File: config.mk
export PLATFORM = sky130hd
export DESIGN_NAME = plbu_ctrl
export DESIGN_NICKNAME = d
export VERILOG_FILES = /design/src/hw/rtl/plbu_pkg.sv /design/src/hw/rtl/plbu_ctrl.sv
export SDC_FILE = /design/constraint.sdc
export NUM_CORES = 1
export LEC_CHECK = 0
export BUFFER_PORTS_ARGS = -buffer_cell sky130_fd_sc_hd__buf_2
export CORE_AREA = 2 2 39 41
export CTS_CLUSTER_SIZE = 12
export DETAILED_ROUTE_END_ITERATION = 6
export DIE_AREA = 0 0 41 43
export GPL_ROUTABILITY_DRIVEN = 0
export PLACE_DENSITY = 0.41
export SYNTH_ARGS = -nofsm -noshare
export SYNTH_HDL_FRONTEND = slang
export SYNTH_SLANG_ARGS = --single-unit
export TNS_END_PERCENT = 50
File: constraint.sdc
create_clock -name clock -period 2.6 [get_ports clock]
set_input_delay 0.26 -clock clock [delete_from_list [all_inputs] [get_ports clock]]
set_output_delay 0.26 -clock clock [all_outputs]
set_load 0.1 [all_outputs]
File: src/hw/rtl/plbu_pkg.sv
// Shared types and constants for the price level book update unit.
`default_nettype none

package plbu_pkg;

   localparam int PRICE_W = 17;
   localparam int QTY_W   = 32;

   localparam logic OP_SNAPSHOT = 1'b0;
   localparam logic OP_DELTA    = 1'b1;

   localparam logic SIDE_YES = 1'b0;
   localparam logic SIDE_NO  = 1'b1;

   localparam logic STATUS_APPLIED   = 1'b0;
   localparam logic STATUS_OUT_RANGE = 1'b1;

   localparam logic [QTY_W-1:0] QTY_MAX = 32'h7FFF_FFFF;

   typedef enum logic [1:0] {
      ST_CLEAR,
      ST_IDLE,
      ST_READ,
      ST_CALC
   } state_type;

   typedef struct packed {
      logic clear_en;
      logic load_req;
      logic rd_en;
      logic commit;
   } ctrl_cmd_type;

   typedef struct packed {
      logic clear_last;
   } dp_status_type;

endpackage

`default_nettype wire

File: src/hw/rtl/plbu_ctrl.sv
// Controller state machine: clearing sweep, request sequencing and response valid.
`default_nettype none

module plbu_ctrl
   import plbu_pkg::*;
(
   input  wire logic          clock,
   input  wire logic          reset,
   input  wire logic          req_valid,
   output logic               req_ready,
   output logic               rsp_valid,
   input  wire logic          rsp_ready,
   input  wire dp_status_type status,
   output ctrl_cmd_type       cmd
);

   state_type state_ff, state_in;
   logic      rsp_valid_ff, rsp_valid_in;
   logic      rsp_free;

   assign rsp_free = !rsp_valid_ff || rsp_ready;

   always_comb begin
      state_in = state_ff;
      unique case (state_ff)
         ST_CLEAR: begin
            if (status.clear_last) begin
               state_in = ST_IDLE;
            end
         end
         ST_IDLE: begin
            if (req_valid) begin
               state_in = ST_READ;
            end
         end
         ST_READ: begin
            state_in = ST_CALC;
         end
         ST_CALC: begin
            if (rsp_free) begin
               state_in = ST_IDLE;
            end
         end
         default: begin
            state_in = ST_CLEAR;
         end
      endcase
   end

   always_comb begin
      cmd       = '0;
      req_ready = 1'b0;
      unique case (state_ff)
         ST_CLEAR: begin
            cmd.clear_en = 1'b1;
         end
         ST_IDLE: begin
            req_ready    = 1'b1;
            cmd.load_req = req_valid;
         end
         ST_READ: begin
            cmd.rd_en = 1'b1;
         end
         ST_CALC: begin
            cmd.commit = rsp_free;
         end
         default: begin
            cmd = '0;
         end
      endcase
   end

   assign rsp_valid_in = cmd.commit || (rsp_valid_ff && !rsp_ready);
   assign rsp_valid    = rsp_valid_ff;

   always_ff @(posedge clock) begin
      if (reset) begin
         state_ff     <= ST_CLEAR;
         rsp_valid_ff <= 1'b0;
      end else begin
         state_ff     <= state_in;
         rsp_valid_ff <= rsp_valid_in;
      end
   end

   a_accept_to_read: assert property (@(posedge clock) disable iff (reset)
      (req_valid && req_ready) |=> (state_ff == ST_READ))
      else $error("accepted request did not start a read");

   a_read_to_calc: assert property (@(posedge clock) disable iff (reset)
      (state_ff == ST_READ) |=> (state_ff == ST_CALC))
      else $error("read not followed by update");

   a_commit_sets_valid: assert property (@(posedge clock) disable iff (reset)
      cmd.commit |=> rsp_valid_ff)
      else $error("committed result not presented");

   a_no_commit_when_full: assert property (@(posedge clock) disable iff (reset)
      cmd.commit |-> rsp_free)
      else $error("result overwritten while still pending");

endmodule

`default_nettype wire

* After elaboration in Yosys (flattened, before gate mapping) *
Cells that the tools add are included.

word-level totals
  flip-flop bits (word level) = 3
  latch bits = 0
  RAM bits = 0
  memory bits (read-only) = 0
  input bits = 5
  memories kept = 0

operators by class
  $add $sub $neg = 0
  multipliers = 0
  divide/modulo/power cells = 0
  order comparisons = 0
  equal/unequal tests = 6
  shift-type cells = 0
  mux-type cells = 9
  bitwise operators = 0
  reduce and logical (&&, ||, !) cells = 7

operators with widths
  operator                                        count
  one-hot mux 2 bit (4 select lines)              1
  2-to-1 mux 2 bit                                3
  inequality test 2 bit (second input constant)   3
  2-to-1 mux 1 bit                                5
  == test 2 bit (second input constant)           2
  AND reduction 3 bit                             1
  == test 2 x 1 -> 1 bit (second input constant)  1
  zero test 1 bit                                 2
  zero test 2 bit                                 1
  logical OR 1 bit                                2
  logical AND 1 bit                               1

* Longest topological paths before layout *
  word-level depth = 4
  depth in mapped cells = 4
  mapped depth without buffers = 4

* Least setup slack after synthesis *
OpenSTA, ideal clock, no wires.

  path type = flip-flop to output port
  start point = register rsp_valid_ff (netlist: rsp_valid)
  end point = output port cmd[0] (netlist name)
  data arrival time = 2,276 ps
  required time = 2,340 ps
  setup slack = 64 ps
  cell stages (with the launch flop) = 3
  path through = dfxtp_1 nor2b_1 nor2b_1

RTL lines
  item                    line             source
  start, declared         plbu_ctrl.sv:18  logic rsp_valid_ff, rsp_valid_in;
  start signal, assigned  plbu_ctrl.sv:82  rsp_valid_ff <= rsp_valid_in;
  end, declared           plbu_ctrl.sv:14  output ctrl_cmd_type cmd

==> summary.md <==
| Metric | Value |
|---|---|
| Die area | between 1500 and 2000 um2 |
| CTS Buf Count | 3 |
| Post-CTS Setup Inserts | 0 |
| Fin. max-slew vios | 0 |
| Core ar. | 1380 um2 |
| CTS resizes | 0 |
| Clock Path Buffers | 2 |
| CP endpoint kind | output pin |
| Post-DP HPWL | 322 um |
| Seq cells post-synth | 3 |
| Syn-to-layout area delta | 44.8% |
| First-pass GRT wire length | 614 um |
| GR Overflow Total | 0 |
| Final net count | 49 |
| # DRC | 0 |
| Core Rows | 14 |
| Clk_skew | around 0.0016 ns |
| Layout cells sized above 1 | 0.342 |
| Reg clk slew, reported paths | 0.03 ns |
| Max_cap viols | 0 |
| Antenna cells | 0 |
| ANT nets after route | 0 |
| CP Launch Type | flip-flop |
| Netlist cell types | 10 |
| Worst Hold Depth | 2 |
| Warnings from Yosys | 0 |
| I/O Buffers | 10 |
| Post-Syn Area | 215 um2 |
| Total negative slack | 0 ns |
| Chip width | between 40 and 50 um |
| Worst slew margin | 0.679 |
| Die height | approximately 43 um |
| Wire length per cell | 7.22 um |
| H-tree depth | 1 |
| Worst hold path type | input pin to flip-flop |
| Area occupied by multi-input gates | between 100 and 150 um2 |
| CTS tree | done |
| Clk_lat worst skew | between 0.2 and 0.25 ns |
| Vias | about 180 |
| Leading cell types in the layout, fill and taps excluded | buf_2 (10), ha_1 (5), inv_1 (4), nor2_1 (4) |
| CTS hold repair buffers | 0 |
| Final WL | ~400 um |
| GR met3 Demand/Resource | 0.0157 |
| Final min period | 1.66 ns |
| Fmax | 0.604 GHz |
| R2R depth | 4 |
| Min-Delay Endpoint | rsp_valid |
| Period utilization | 0.637 |
| Register area share after synthesis | 0.279 |
| Root Driver | clkbuf_4 |
| Slew of the pin with the lowest slew margin | 0.485 ns |
| Kind of critical path | flip-flop to output pin |
| Reg area | 60.1 um2 |
| Pre-Repair DR Iteration Count | 4 |
| Vias in the first global route | 183 |
| Initial DRC Count | 6 |
| Outcome | complete, no violations |
| Hold Violations, Final | 0 |
| RSZ-0062 raised after global routing | false |
| Initial Utilization | 0.156 |
| Post-synth net total | 34 |
| # clock sinks | 3 |
| Total track usage | 0.0532 |
| R2R Path End | state_ff[0] |
| Hold Startpoint | reset |
| Filler cells | about 160 |
| Critical path fanouts, max | 4 |
| Most common cell after layout, fill and taps aside | buf_2 |
| Setup slack, reg-to-reg | between 0.9 and 1 ns |
| Final count of negative-setup-slack endpoints | 0 |
| Avg Vias per Cell | 3.39 |
| Largest net degree at the start of global routing | 6 |
| Most Crowded Layer GR | met2 |
| Worst EP required | 2.34 ns |
| Syn avg cell area | 8.97 um2 |
| Initial antenna violation count | 0 |
| Met1 Track Usage GR | 0.0609 |
| Crit path DAT | 1.40 ns |
| RR Startpoint | state_ff[0] |
| Routing usage on met2 | 0.0688 |
| Ports | 11 |
| Post-Synthesis Cells | 24 |
-- state kept, by name (all words and copies together) (netlist names) --
register and flops:
state_ff 2, rsp_valid 1
-- critical path: stages, from the launching register on --
cell and delay (ns):
dfxtp_1 0.33, inv_1 0.11, ha_1 0.19, and2_1 0.12, buf_2 0.41
-- logic make-up after synthesis --
group,count (synthesis),share of synthesized area
compound gates,1,0.0465
fa+ha+maj,5,0.291
buf+inv,4,0.0697
flops,3,0.279
mux,2,0.0988
simple gates,9,0.215
-- metal layers --
metal / wire [um] / vias to the layer above
met3: 42 / 0
met1: 182 / 73
met5: 0 / -
li1: - / 102
met2: 165 / 8
met4: 0 / 0
-- worst max-delay path by stage --
| stage | start | to | slack [ns] | depth (start not counted) |
|---|---|---|---|---|
| floorplan | rsp_valid | cmd[0] | 0.06 | 2 |
| global route | state_ff[1] | cmd[2] | 0.84 | 4 |
| CTS | state_ff[1] | cmd[2] | 0.93 | 4 |
| global placement | state_ff[0] | state_ff[0] | 0.92 | 4 |
| detailed placement | state_ff[0] | state_ff[0] | 0.96 | 4 |
| finish | state_ff[1] | cmd[2] | 0.94 | 4 |
-- per-stage QoR --
stage	instance area (um2)	utilization	hold WS (ns)	worst slack, ns	std cells
2_1_floorplan	215	-	0.332	0.0644	24
3_3_place_gp	285	0.206	0.480	0.920	50
3_5_place_dp	285	0.206	0.489	0.955	50
4_1_cts	312	0.225	0.247	0.927	54
5_1_grt	312	0.225	0.270	0.840	54
6_report	312	0.225	0.249	0.945	54
-- Yosys cell counts, drive strengths merged --
cell	n	area share
mux2i	1	0.047
and2	1	0.029
dfxtp	3	0.28
a222oi	1	0.047
inv	4	0.070
nor2b	2	0.058
nand2b	2	0.058
mux2	1	0.052
nor2	4	0.070
ha	5	0.29
-- layout make-up --
class	count	share of cell area
clock buffers	4	0.0843
repair buffers	10	0.161
inverters	4	0.0482
flip-flops and latches	3	0.193
well taps	16	0.0643
multi-input cells	17	0.450
Power is not shown: default switching activity piles up to over one toggle a cycle in this logic, so the estimate is an artifact.
